==> src/rtl/psf_fifo.sv <==
// ----------------------------------------------------------------------------
// psf_fifo - result buffer
// Memory-backed queue with a registered output stage; absorbs every result
// in flight while the consumer stalls.
// ----------------------------------------------------------------------------
module psf_fifo #(
  parameter int unsigned DEPTH = 256,
  parameter int unsigned W     = 17
) (
  input  logic         clk_i,
  input  logic         rst_ni,
  input  logic         push_i,
  input  logic [W-1:0] data_i,
  output logic         out_valid_o,
  input  logic         out_ready_i,
  output logic [W-1:0] data_o
);

  localparam int unsigned AW = $clog2(DEPTH);
  localparam int unsigned CW = AW + 1;

  logic [W-1:0]  mem [DEPTH];
  logic [AW-1:0] wr_ptr_q, wr_ptr_d, rd_ptr_q, rd_ptr_d;
  logic [CW-1:0] cnt_q, cnt_d;
  logic          out_valid_q, out_valid_d;
  logic [W-1:0]  data_q;
  logic          rd_en;

  // refill the output stage whenever it is empty or being taken
  assign rd_en = (cnt_q != '0) && (!out_valid_q || out_ready_i);

  always_comb begin
    wr_ptr_d    = push_i ? wr_ptr_q + AW'(1) : wr_ptr_q;
    rd_ptr_d    = rd_en ? rd_ptr_q + AW'(1) : rd_ptr_q;
    cnt_d       = cnt_q + CW'(push_i) - CW'(rd_en);
    out_valid_d = rd_en ? 1'b1 : (out_valid_q && !out_ready_i);
  end

  always_ff @(posedge clk_i or negedge rst_ni) begin
    if (!rst_ni) begin
      wr_ptr_q    <= '0;
      rd_ptr_q    <= '0;
      cnt_q       <= '0;
      out_valid_q <= 1'b0;
    end else begin
      wr_ptr_q    <= wr_ptr_d;
      rd_ptr_q    <= rd_ptr_d;
      cnt_q       <= cnt_d;
      out_valid_q <= out_valid_d;
    end
  end

  always_ff @(posedge clk_i) begin
    if (push_i) begin
      mem[wr_ptr_q] <= data_i;
    end
    if (rd_en) begin
      data_q <= mem[rd_ptr_q];
    end
  end

  assign out_valid_o = out_valid_q;
  assign data_o      = data_q;

endmodule

==> config.mk <==
export PLATFORM = sky130hd
export DESIGN_NAME = psf_fifo
export DESIGN_NICKNAME = d
export VERILOG_FILES = /design/src/rtl/psf_fifo.sv
export SDC_FILE = /design/constraint.sdc
export NUM_CORES = 2
export LEC_CHECK = 0
export ABC_CLOCK_PERIOD_IN_PS = 5120
export BUFFER_PORTS_ARGS = -buffer_cell sky130_fd_sc_hd__buf_2
export CORE_UTILIZATION = 35
export DETAILED_ROUTE_END_ITERATION = 10
export MAX_ROUTING_LAYER = met4
export PLACE_DENSITY = 0.5
export SYNTH_ARGS = -nofsm -noshare
export SYNTH_HDL_FRONTEND = slang
export SYNTH_MEMORY_MAX_BITS = 65536
export SYNTH_SLANG_ARGS = --single-unit
==> constraint.sdc <==
create_clock -name clk_i -period 5.12 [get_ports clk_i]
set_clock_uncertainty 0.1 [all_clocks]
set_input_delay 0 -clock clk_i [delete_from_list [all_inputs] [get_ports clk_i]]
set_output_delay 0 -clock clk_i [all_outputs]
set_load 0.005 [all_outputs]
==> results.yml <==
timing:
  tns_ns: 0
  fin_ws_ns: 0.307
  hold_viol: 0
  final-max-slew-violation-count: 2
  final-setup-viol-count: 0
  worst_pin_slew_ns: 1.53
  fin_crit_ns: 4.81
  rsz0062_at_grt: "no"
  period_share_pct: 94.0
  slew_headroom_pct: -3.74
  fmax_mhz: 208
clock_network:
  ctsHtreeMaxLevel: 5
  clock-sinks: 4395
  cts_buffers: 449
  root_buffer: "clkbuf_16"
  cts_resized: 0
  clk_latency_ns: 1.02
  clkTransAtPathRegs_ns: 0.06
  cts_tree: "done"
  clockBufferDepth: 4
global_route:
  grt.overflow.total: 0
  grt_pass1_vias: 85914
  grt_pass1_wl_um: 696000
  antenna_found_initial: 43
  grt_start_max_net_pins: 181
  grt.total_usage_pct: 20.6
logic_synthesis:
  yosysSeqAreaShare_pct: 77.1
  synthSimpleGateAreaFrac_pct: 1.92
  synthesis.nets: 8109
  synthDistinctLibCells: 77
  ys_ff_latch: 4395
  synthFlopType: "edfxtp_1"
  synth_area_leaders: "edfxtp_1 (77%), mux4_2 (9.7%), mux2i_1 (2.8%), mux4_1 (1.3%), nor2_1 (0.93%)"
  synth_top_family_by_area: "multiplexers"
  netlist.area_leader.share_pct: 76.7
  yosysWarnings: 0
  synth-xor-area-share_pct: 0.113
  synth_top_area_cell: "edfxtp_1"
  synth_edf_count: 4369
  synth_area_per_cell_sq_um: 21.2
  ys_async_sr_fraction_pct: 0.592
  synth_mux_area_share_pct: 14.5
  netlist_area_sq_mm: 0.171
  synth_compound_area_share_pct: 3.96
  synthCells: 8070
  synth_fa_ha_area_share_pct: 0.136
detailed_routing:
  firstDrtPassIters: 7
  first_iter_violations: 9386
  vias: 85604
  wl_per_cell_um: 32.1
  finalWirelength_um: 500000
  ant_nets: 0
  viasPerCell: 5.49
  drc: 0
worst_setup_path:
  crit_path_max_incr_delay_ns: 0.96
  arrival_ns: 5.46
  slowest_stage: "dfrtp_4"
  rr_startpoint: "rd_ptr_q[0]"
  crit_chain: "buf_12 -> buf_4 -> mux4_2 -> nor3_1 -> o31ai_1 -> buf_4 -> a221oi_1 -> o31ai_1"
  cp_max_fo: 54
  reg2reg_slack_ns: 0.31
  r2r-end: "data_o[16]"
  critPathLaunchType: "flop"
  endpoint_kind: "flop"
  crit_type: "reg2reg"
  reg2reg_depth: 8
  required_ns: 5.76
min_path:
  hold_class: "in2reg"
  min_from: "data_i[12]"
  hold_end: "mem[13][12]"
  worstHoldPathCells: 2
placed_design:
  pre_cts_ws_ns: 0.142
  gp_congestion: 0.836
  io_buffers: 38
  place.detailed.hpwl_um: 305000
  placedCellCount: 14692
power_and_ir_drop:
  cellPowerDensity_mw_per_mm2: 532
  power_leakage_nw: 62.3
  peakVddDrop_mv: 0.354
layout:
  layout-drive-gt1-share_pct: 26.7
  final_cell_mix: "edfxtp_1 (4369), mux4_2 (733), buf_4 (569)"
  nFillCells: 42897
  fin_cells: 15605
  finalNetCount: 8772
  final_common_cell: "edfxtp_1"
  area.growth.synth_to_final_pct: 15.3
status:
  failed_checks: "capacitance limit, slew limit"
  outcome: "finished with violations"
die:
  dieArea_sq_mm: 0.491
  placementRows: 256
  die_width_um: 701
  io_pins: 39
  core-area_sq_mm: 0.486
  chipHeight_um: 701
  initial_core_util_pct: 35.2
job:
  maxCapViolCount: 1
-- sequential cells by signal (all words and copies together), names as in the netlist --
signal / cells
mem: 4352
data_o: 17
cnt_q: 9
rd_ptr_q: 8
wr_ptr_q: 8
out_valid_o: 1
-- cells by family after synthesis --
group / Yosys count
AND/OR/NAND/NOR: 756
AO/OA/AOI/OAI: 939
buffers and inverters: 522
flip-flops: 4395
XOR/XNOR: 22
multiplexers: 1418
adder cells (fa/ha/maj): 18
-- repair_timing --
item                                    CTS  global route
buffers inserted                          0             0
hold buffers                             40             0
endpoints found under the hold margin  3921             0
-- layout make-up --
type	count	area, sq um	share of cell area, %
clock inverter	299	2930	1.49
sequential	4395	132000	66.9
antenna	34	85.1	0.0431
tap	6450	8070	4.09
multi-input combinational	3153	36100	18.3
timing repair buffer	711	6370	3.23
inverter	23	91.3	0.0463
clock buffer	540	11800	5.96
-- stage by stage --
stage	hold WS (ns)	power [mW]	util [%]	area (sq um)
6_report	0.0293	105	40.6	197000
5_1_grt	0.0545	108	40.6	197000
4_1_cts	0.00372	106	40.5	197000
3_5_place_dp	0.0268	73.2	37.4	182000
3_3_place_gp	0.0198	73.1	37.4	182000
2_1_floorplan	-0.396	59.8	-	171000
-- power breakdown --
part,leakage (nW),internal (mW),total (mW),switching (mW)
logic,15.5,12.0,31.3,19.3
registers,39.6,40.2,40.9,0.738
clock network,7.15,18.8,32.8,14.0
-- worst max-delay path: cells and delay by family, from the launching register on --
| kind | cells | cell delay (ns) |
|---|---|---|
| AOI/OAI and AO/OA | 3 | 0.94 |
| buffers and inverters | 3 | 0.96 |
| DFF | 1 | 0.96 |
| muxes | 1 | 0.52 |
| and+or+nand+nor | 1 | 0.84 |
-- routing by layer --
| layer | track usage, % | up-vias | share of wire, % |
|---|---|---|---|
| met5 | - | - | 0 |
| met2 | 32.9 | 3095 | 48 |
| met1 | 27.9 | 46583 | 42 |
| li1 | - | 35335 | - |
| met3 | 3.04 | 591 | 6.7 |
| met4 | 4.82 | 0 | 2.6 |
-- cell usage after synthesis, types with 26 or more instances --
cell and n:
nor2_1 425, a311oi_1 48, a221oi_1 106, mux4_1 83
o22ai_1 53, o221ai_1 53, nand3_1 90, or3_1 28
nand2_1 101, buf_4 49, edfxtp_1 4369, mux2i_1 475
clkbuf_8 31, buf_8 36, buf_6 65, a21oi_1 99
nor3_1 39, nor2b_1 42, clkbuf_1 153, o31ai_1 50
mux4_2 733, o22a_1 27, mux2_2 127, a22oi_1 176
dfrtp_1 26, a211oi_1 31, buf_2 112, o21ai_0 153
-- worst max path at each step --
stage / endpoint / from / slack, ns
final: data_o[16] / rd_ptr_q[0] / 0.31
after global routing: data_o[13] / rd_ptr_q[0] / 0.18
after CTS: data_o[16] / rd_ptr_q[0] / 0.13
after detailed placement: data_o[16] / rd_ptr_q[0] / 0.14
after global placement: data_o[16] / rd_ptr_q[0] / 0.12
after floorplan: cnt_q[8] / cnt_q[4] / 0.97
Note: power is estimated with default switching activity, not from simulation.
