File: src/rtl/psf_pkg.sv
// ----------------------------------------------------------------------------
// psf_pkg - shared types and constants of the pulse shaping FIR
// Field widths, fixed-point format, item action codes and the beat that
// travels along the chain of tap cells.
// ----------------------------------------------------------------------------
package psf_pkg;

  localparam int unsigned MAX_TAPS_DEF   = 128;
  localparam int unsigned COEF_FRAC_BITS = 15;

  localparam int unsigned SAMPLE_W = 16;
  localparam int unsigned COEF_W   = 16;
  localparam int unsigned HIST_W   = 15;
  localparam int unsigned IDX_W    = 7;
  localparam int unsigned TAP_W    = 8;
  // signed coefficient times zero-extended history value
  localparam int unsigned PROD_W   = COEF_W + HIST_W + 1;

  localparam logic [TAP_W-1:0] TAP_COUNT_RST = 8'd128;

  localparam int SHAPED_MAX = 32767;
  localparam int SHAPED_MIN = -32768;

  typedef enum logic [0:0] {
    ACT_PROCESS = 1'b0,
    ACT_LOAD    = 1'b1
  } psf_action_e;

  // One beat in flight along the cell chain
  typedef struct packed {
    logic                       valid;
    psf_action_e                action;
    logic                       first;
    logic [IDX_W-1:0]           idx;
    logic signed [COEF_W-1:0]   coef;
    logic [HIST_W-1:0]          hist;   // history value shifted into the next cell
  } psf_token_t;

endpackage

File: src/rtl/psf_cell.sv
// ----------------------------------------------------------------------------
// psf_cell - one tap of the systolic shaping chain
// Holds one kernel coefficient and one history sample, adds its product to
// the passing partial sum and hands the beat to the next cell.
// ----------------------------------------------------------------------------
module psf_cell #(
  parameter int unsigned CELL_IDX = 0,
  parameter int unsigned ACC_W    = 40
) (
  input  logic                                clk_i,
  input  logic                                rst_ni,
  input  logic [psf_pkg::TAP_W-1:0]           tap_count_i,
  input  psf_pkg::psf_token_t                 tok_i,
  input  logic signed [ACC_W-1:0]             acc_i,
  output psf_pkg::psf_token_t                 tok_o,
  output logic signed [ACC_W-1:0]             acc_o
);

  logic signed [psf_pkg::COEF_W-1:0] kern_q, kern_d;
  logic [psf_pkg::HIST_W-1:0]        hist_q, hist_d;
  logic                              valid_q;
  psf_pkg::psf_token_t               tok_q, tok_d;
  logic signed [ACC_W-1:0]           acc_q, acc_d;
  logic signed [psf_pkg::PROD_W-1:0] prod;
  logic                              is_proc, is_load, active;

  assign is_proc = tok_i.valid && (tok_i.action == psf_pkg::ACT_PROCESS);
  assign is_load = tok_i.valid && (tok_i.action == psf_pkg::ACT_LOAD) &&
                   (32'(tok_i.idx) == CELL_IDX);
  assign active  = (CELL_IDX < 32'(tap_count_i));

  assign prod = $signed(kern_q) * $signed({1'b0, tok_i.hist});

  always_comb begin
    kern_d   = is_load ? tok_i.coef : kern_q;
    hist_d   = is_proc ? tok_i.hist : hist_q;
    tok_d    = tok_i;
    // pass the old sample on; a new signal starts with empty history
    tok_d.hist = tok_i.first ? '0 : hist_q;
    acc_d    = active ? (acc_i + ACC_W'(prod)) : acc_i;
  end

  always_ff @(posedge clk_i or negedge rst_ni) begin
    if (!rst_ni) begin
      kern_q  <= '0;
      hist_q  <= '0;
      valid_q <= 1'b0;
    end else begin
      kern_q  <= kern_d;
      hist_q  <= hist_d;
      valid_q <= tok_i.valid;
    end
  end

  always_ff @(posedge clk_i) begin
    tok_q <= tok_d;
    acc_q <= acc_d;
  end

  always_comb begin
    tok_o       = tok_q;
    tok_o.valid = valid_q;
  end

  assign acc_o = acc_q;

endmodule

File: config.mk
export PLATFORM = sky130hd
export DESIGN_NAME = psf_cell
export DESIGN_NICKNAME = d
export VERILOG_FILES = /design/src/rtl/psf_pkg.sv /design/src/rtl/psf_cell.sv
export SDC_FILE = /design/constraint.sdc
export NUM_CORES = 1
export LEC_CHECK = 0
export BUFFER_PORTS_ARGS = -buffer_cell sky130_fd_sc_hd__buf_2
export CAP_MARGIN = 20
export CORE_ASPECT_RATIO = 0.75
export CORE_MARGIN = 8
export CORE_UTILIZATION = 65
export CTS_BUF_LIST = sky130_fd_sc_hd__clkbuf_4 sky130_fd_sc_hd__clkbuf_8
export DETAILED_ROUTE_END_ITERATION = 7
export PLACE_DENSITY_LB_ADDON = 0.15
export RECOVER_POWER = 25
export SETUP_SLACK_MARGIN = 0.2
export SYNTH_ARGS = -nofsm -noshare
export SYNTH_HDL_FRONTEND = slang
export SYNTH_SLANG_ARGS = --single-unit
File: constraint.sdc
create_clock -name clk_i -period 17 [get_ports clk_i]
set_input_delay 3.4 -clock clk_i [delete_from_list [all_inputs] [get_ports clk_i]]
set_output_delay 3.4 -clock clk_i [all_outputs]
set_load 0.01 [all_outputs]
==> results.json, run 1 <==
{
  "grt_start_max_net_pins": 54,
  "viasPerCell": 5.332,
  "final-hold-violation-count": 0,
  "dp_hpwl_um": 29650,
  "overflow": 0,
  "finalMaxSlewViolations": 33,
  "use_met1": 0.3414,
  "met3_usage": 0.04071,
  "routedWlPerCell_um": 17.17,
  "layout_common_cells": "inv_1, fa_1, nand2_1, buf_2, and2_1",
  "path_clk_slew_ps": 140,
  "worstMarginPinSlew_ps": 1771,
  "ys_types": 59,
  "vdd_drop_max_mv": 0.07337,
  "coreArea_sq_um": 23060,
  "postCtsHoldBufs": 0,
  "dpl_cell_area_sq_um": 16270,
  "endpoint_kind": "flop",
  "clockBufferDepth": 2,
  "clockRootBuffer": "clkbuf_8",
  "violations": "max-capacitance violations, max-slew violations",
  "min_path_type": "flop to flop",
  "synth_area_per_cell_sq_um": 9.360,
  "route.detailed.drc": 0,
  "powerDensity_nw_per_um2": 89.96,
  "max_freq_mhz": 102.4,
  "max_cap_viol_count": 1,
  "skew_ps": 23.50,
  "async_reset_ff_frac": 0.2857,
  "fin_crit_sh": 0.5747,
  "grtUsageMet2": 0.4446,
  "fin_setup_tns_ps": 0,
  "syn-cell-area_sq_um": 15270,
  "totalWireLength_um": 35370,
  "die_w_um": 193.0,
  "numCtsBuffers": 9,
  "arrival_ps": 10140,
  "grt_pass1_wl_um": 58490,
  "cts_tree": "yes",
  "finalSetupViolCount": 0,
  "num_rows": 48,
  "area_delta_synth_final_pct": 7.835,
  "cts_resized": 0,
  "diodes": 0,
  "ios": 172,
  "ant_nets": 0,
  "htreeDepth": 3,
  "clock-sinks": 112,
  "n_fill_cell": 1842,
  "die_y_um": 148.7,
  "clk_latency_ps": 420,
  "drive_gt1_frac": 0.1239,
  "antenna_found_initial": 0,
  "drt_iter0_markers": 525,
  "syn_inst": 1631,
  "criticalPathCategory": "primary input to flop",
  "grt_usage": 0.2599,
  "portBuffers": 171,
  "seq_area_frac_synth": 0.1574,
  "routabilityCongestion": 0.9036,
  "synth_ff_type": "dfxtp_1",
  "grt_most_used_layer": "met2",
  "fin_area_sq_um": 16460,
  "dr_total_vias": 10980,
  "critical_path_required_ps": 17370,
  "period_needed_ps": 9770,
  "synth_warnings": 0,
  "synth-seq-cells": 112,
  "p_leak_nw": 8.890,
  "cts_setup_buffers": 0,
  "die_area_sq_um": 28700,
  "max_slew_margin": -0.1806,
  "start_util": 0.6619,
  "synth_edf_count": 0,
  "nNetsFinal": 2252,
  "path_max_fanout": 17,
  "rsz0062_at_grt": "no",
  "status": "finished with violations",
  "first_pass_iters": 5,
  "grt_pass1_vias": 11860,
  "start_kind": "primary input",
  "final_common_cell": "inv_1",
  "syn_nets": 2128
}
-- final timing paths --
| check | from | endpoint | slack (ps) | cells after the start |
|---|---|---|---|---|
| min | hist_q[9]$_DFFE_PN0P_ | tok_o[9]$_SDFF_PP0_ | 490 | 1 |
| min in group asynchronous | rst_ni | kern_q[7]$_DFFE_PN0P_ | 3440 | 1 |
| max in group asynchronous | rst_ni | kern_q[8]$_DFFE_PN0P_ | 12540 | 1 |
| min reg2reg | hist_q[9]$_DFFE_PN0P_ | tok_o[9]$_SDFF_PP0_ | 490 | 1 |
| max reg2reg | kern_q[15]$_DFFE_PN0P_ | acc_o[39]$_DFF_P_ | 9750 | 20 |
| max | tok_i[2] | acc_o[39]$_DFF_P_ | 7230 | 21 |
-- cell families (layout without fill, tap and decap cells) --
family / Yosys count / after routing / share of synthesized area
flip-flops: 112 / 112 / 0.1574
multiplexers: 32 / 32 / 0.02352
XOR/XNOR: 37 / 37 / 0.02123
adder cells (fa/ha/maj): 406 / 406 / 0.4857
buffers and inverters: 505 / 634 / 0.1256
AO/OA/AOI/OAI: 151 / 151 / 0.06369
AND/OR/NAND/NOR: 388 / 388 / 0.1229
-- metrics by stage --
| stage | cells | worst slack (ps) | power [mW] | hold WS, ps | utilization |
|---|---|---|---|---|---|
| after detailed placement | 2044 | 6901 | 1.310 | 464.1 | 0.7057 |
| final | 2060 | 7230 | 1.481 | 486.5 | 0.7138 |
| after CTS | 2060 | 7332 | 1.487 | 492.3 | 0.7145 |
| after global placement | 2044 | 7098 | 1.286 | 459.4 | 0.7057 |
| after global routing | 2060 | 6939 | 1.626 | 516.5 | 0.7138 |
| after floorplan | 1631 | 7475 | 1.059 | 448.9 | - |
-- layer usage --
layer  vias to the layer above  part of all wire
li1                       5049                 -
met4                         0             0.022
met2                       351              0.50
met3                        62             0.060
met5                         -                 0
met1                      5522              0.41
-- state kept, by name, summed over array words and instances (netlist names) --
signal / flops
acc_o: 40
tok_o: 40
hist_q: 15
kern_q: 16
valid_q: 1
-- synth_stat cells, types with 3 or more instances --
cell type / number / area, sq um
dfxtp_1: 80 / 1602
nor3_1: 4 / 20.02
a31oi_1: 3 / 18.77
o21a_1: 5 / 37.54
mux2_2: 31 / 349.1
o21ai_0: 21 / 105.1
a41oi_1: 3 / 26.28
inv_1: 443 / 1663
nor4_1: 6 / 37.54
nor2b_1: 20 / 125.1
fa_1: 311 / 6226
and3_1: 4 / 25.02
xnor2_1: 17 / 148.9
nand2_1: 175 / 656.9
and2_1: 111 / 694.4
clkbuf_1: 55 / 206.5
buf_2: 3 / 15.01
nand3_1: 7 / 35.03
ha_1: 95 / 1189
nor2_1: 44 / 165.2
dfrtp_1: 32 / 800.8
nand4_1: 8 / 50.05
a21oi_1: 57 / 285.3
nand2b_1: 3 / 18.77
a21o_1: 21 / 157.7
a211oi_1: 3 / 22.52
o21ai_1: 10 / 50.05
xor2_1: 20 / 175.2
-- cell type report --
type                       instances  area (sq um)  share of cell area
clock buffer                       9         123.9            0.007525
clock inverter                     7         80.08            0.004864
inverter                         443          1663              0.1010
multi-input combinational       1014         10950              0.6650
sequential                       112          2402              0.1459
tap                              300         375.4             0.02280
timing repair buffer             175         869.6             0.05282
-- power breakdown --
part | total (mW) | internal (mW) | switching, mW
combinational | 0.958 | 0.388 | 0.570
clock | 0.170 | 0.0598 | 0.111
sequential | 0.353 | 0.328 | 0.0244
total | 1.48 | 0.776 | 0.705
-- critical path, stage by stage --
cell	delay [ps]
buf_2	320
and2_1	230
inv_1	80
fa_1	680
fa_1	500
inv_1	340
fa_1	590
fa_1	810
inv_1	140
fa_1	460
fa_1	490
inv_1	40
ha_1	400
a21o_1	220
a21o_1	180
a2111oi_0	430
o41a_1	280
nand4_1	110
o31a_1	170
nand3_1	90
xor2_1	140
Power figures use the tool's default switching activity.
==> run 2: changes to the inputs <==
- ABC_AREA: unset -> 1
- CORE_UTILIZATION: 65 -> 57
- clock period: 17 -> 8.6 ns (I/O delays scaled with it)
==> run 2 against run 1 <==
The run still ends with max-capacitance violations, max-slew violations left. Global-route usage rose by 0.17 points. Combinational power up 120%. Core utilization fell by 8.9 points. Synthesized area rose by 6.0%. Cell count increased by 25%. Count of clock-buffer cells in the layout unchanged. Die area rose by 19%. Power increased by 110%. Via count is 17% higher. Largest cell class unchanged. Highest routed layer unchanged.
==> results.json, run 2 <==
{
  "cts_resized": 0,
  "grt_usage": 0.2616,
  "portBuffers": 171,
  "async_reset_ff_frac": 0.2857,
  "numCtsBuffers": 9,
  "status": "finished with violations",
  "dr_total_vias": 12870,
  "nNetsFinal": 2691,
  "totalWireLength_um": 42820,
  "path_max_fanout": 17,
  "pwr-share-seq": 0.223,
  "grt_pass1_wl_um": 70460,
  "endpoint_kind": "flop",
  "drt_iter0_markers": 865,
  "clockRootBuffer": "clkbuf_8",
  "num_rows": 53,
  "powerDensity_nw_per_um2": 179.5,
  "synth_warnings": 0,
  "grt_start_max_net_pins": 44,
  "max_freq_mhz": 133.8,
  "postCtsHoldBufs": 0,
  "critical_path_required_ps": 8930,
  "fin_crit_sh": 0.8689,
  "ant_nets": 0,
  "routedWlPerCell_um": 16.57,
  "layout_common_cells": "inv_1, nand2_1, fa_1, buf_2, nor2_1",
  "start_kind": "primary input",
  "fin_area_sq_um": 17470,
  "synth_area_per_cell_sq_um": 7.829,
  "area_delta_synth_final_pct": 7.972,
  "yosysMostFrequentCell": "inv_1",
  "die_w_um": 210.6,
  "synth_edf_count": 0,
  "syn_nets": 2564,
  "rsz0062_at_grt": "no",
  "swShare": 0.5217,
  "synth_top_area_cell": "fa_1",
  "syn-cell-area_sq_um": 16180,
  "clockPowerShare": 0.108,
  "violations": "max-capacitance violations, max-slew violations",
  "arrival_ps": 7800,
  "skew_ps": 21.19,
  "vdd_drop_max_mv": 0.1314,
  "period_needed_ps": 7472,
  "max_cap_viol_count": 1,
  "overflow": 0,
  "antenna_found_initial": 0,
  "p_leak_nw": 10.68,
  "criticalPathCategory": "primary input to flop",
  "clockBufferDepth": 2,
  "seq_area_frac_synth": 0.1485,
  "ys_types": 31,
  "final-hold-violation-count": 0,
  "fin_setup_tns_ps": 0,
  "clk_latency_ps": 420,
  "route.detailed.drc": 0,
  "p_int_mw": 1.500,
  "min_path_type": "flop to flop",
  "synth_top_area_frac": 0.3848,
  "final_common_cell": "inv_1",
  "viasPerCell": 4.979,
  "ios": 172,
  "die_y_um": 161.9,
  "finalSetupViolCount": 0,
  "cts_setup_buffers": 0,
  "first_pass_iters": 6,
  "synth-seq-cells": 112,
  "start_util": 0.5782,
  "path_clk_slew_ps": 140,
  "synth_ff_type": "dfxtp_1",
  "routabilityCongestion": 0.9510,
  "dp_hpwl_um": 36460,
  "grt_pass1_vias": 13510,
  "dpl_cell_area_sq_um": 17290,
  "comb_power_share": 0.669,
  "die_area_sq_um": 34090,
  "htreeDepth": 3,
  "syn_inst": 2067,
  "diodes": 0,
  "synth_commonest_cells": "inv_1, nand2_1, fa_1",
  "worstMarginPinSlew_ps": 1850,
  "cts_tree": "yes",
  "switchingPower_mw": 1.637,
  "coreArea_sq_um": 27980,
  "finalMaxSlewViolations": 33,
  "clock-sinks": 112,
  "synth_area_leaders": "fa_1, inv_1, nand2_1, dfxtp_1, ha_1",
  "max_slew_margin": -0.2335,
  "drive_gt1_frac": 0.09823
}
[run 2: cell types whose count changed after synthesis, moves of 8 or more]
cell | previous run | this run
a21o_1 | 21 | 2
a21oi_1 | 57 | 44
and2_1 | 111 | 0
inv_1 | 443 | 662
mux2_2 | 31 | 16
nand2_1 | 175 | 529
nand3_1 | 7 | 46
nor2_1 | 44 | 96
nor2b_1 | 20 | 0
o21ai_0 | 21 | 33
o21ai_1 | 10 | 0
or2_2 | 0 | 8
xor2_1 | 20 | 3
[run 2: path summary, 6_finish.rpt]
kind / start / end / slack, ps / cells after the start
max in group asynchronous: rst_ni / kern_q[8]$_DFFE_PN0P_ / 5740 / 1
worst min-delay path: hist_q[14]$_DFFE_PN0P_ / tok_o[14]$_SDFF_PP0_ / 480 / 2
worst max-delay path: tok_i[5] / acc_o[32]$_DFF_P_ / 1130 / 22
min in group asynchronous: rst_ni / valid_q$_DFF_PN0_ / 1800 / 1
worst min register to register: hist_q[14]$_DFFE_PN0P_ / tok_o[14]$_SDFF_PP0_ / 480 / 2
worst max register to register: kern_q[15]$_DFFE_PN0P_ / acc_o[32]$_DFF_P_ / 1840 / 21
[run 2: power groups by stage]
stage	Sequential [mW]	Clock [mW]	Combinational, mW
final	0.700	0.338	2.10
after CTS	0.701	0.351	2.09
after detailed placement	0.711	0	2.08
after floorplan	0.744	0	1.38
after global routing	0.713	0.363	2.38
after global placement	0.709	0	2.06
[run 2: worst max-delay path, cell delays in order]
cell	delay [ps]
buf_2	370
nand2_1	170
fa_1	610
fa_1	480
inv_1	310
fa_1	570
inv_1	280
fa_1	550
inv_1	60
fa_1	530
inv_1	50
fa_1	470
inv_1	40
ha_1	350
a21oi_1	400
inv_1	100
nor2_1	160
nand2_1	80
nor2_1	220
nand3b_1	130
nand3_2	90
nand2_1	70
[run 2: stage by stage]
step	hold slack (ps)	utilization	worst slack (ps)	instances	power, mW
3_3_place_gp	449.5	0.6180	756.5	2567	2.773
4_1_cts	484.6	0.6246	1248	2583	3.145
5_1_grt	500.6	0.6243	734.4	2584	3.451
2_1_floorplan	436.4	-	1444	2067	2.122
6_report	481.3	0.6243	1128	2584	3.137
3_5_place_dp	456.6	0.6180	778.4	2567	2.791
[run 2: area by class of cell]
type | instances | area (sq um)
Timing Repair Buffer | 176 | 879.6
Sequential cell | 112 | 2402
Tap cell | 385 | 481.7
Fill cell | 2634 | 10510
Inverter | 663 | 2489
Clock inverter | 7 | 60.06
Clock buffer | 9 | 123.9
Multi-Input combinational cell | 1232 | 11040
[run 2: cells by family (layout without fill, tap and decap cells)]
logic type	Yosys count	after routing	synth area share
xor+xnor	15	15	0.008119
fa+ha+maj	406	406	0.4582
flops	112	112	0.1485
buf+inv	723	855	0.1697
compound gates	87	87	0.02876
simple gates	708	708	0.1756
mux	16	16	0.01113
[run 2: routing by layer]
layer / share of wire / up-vias / track usage
li1: - / 6042 / -
met1: 0.45 / 6271 / 0.3756
met2: 0.46 / 492 / 0.4090
met3: 0.074 / 60 / 0.04044
met4: 0.022 / 0 / 0.07238
met5: 0 / - / 0
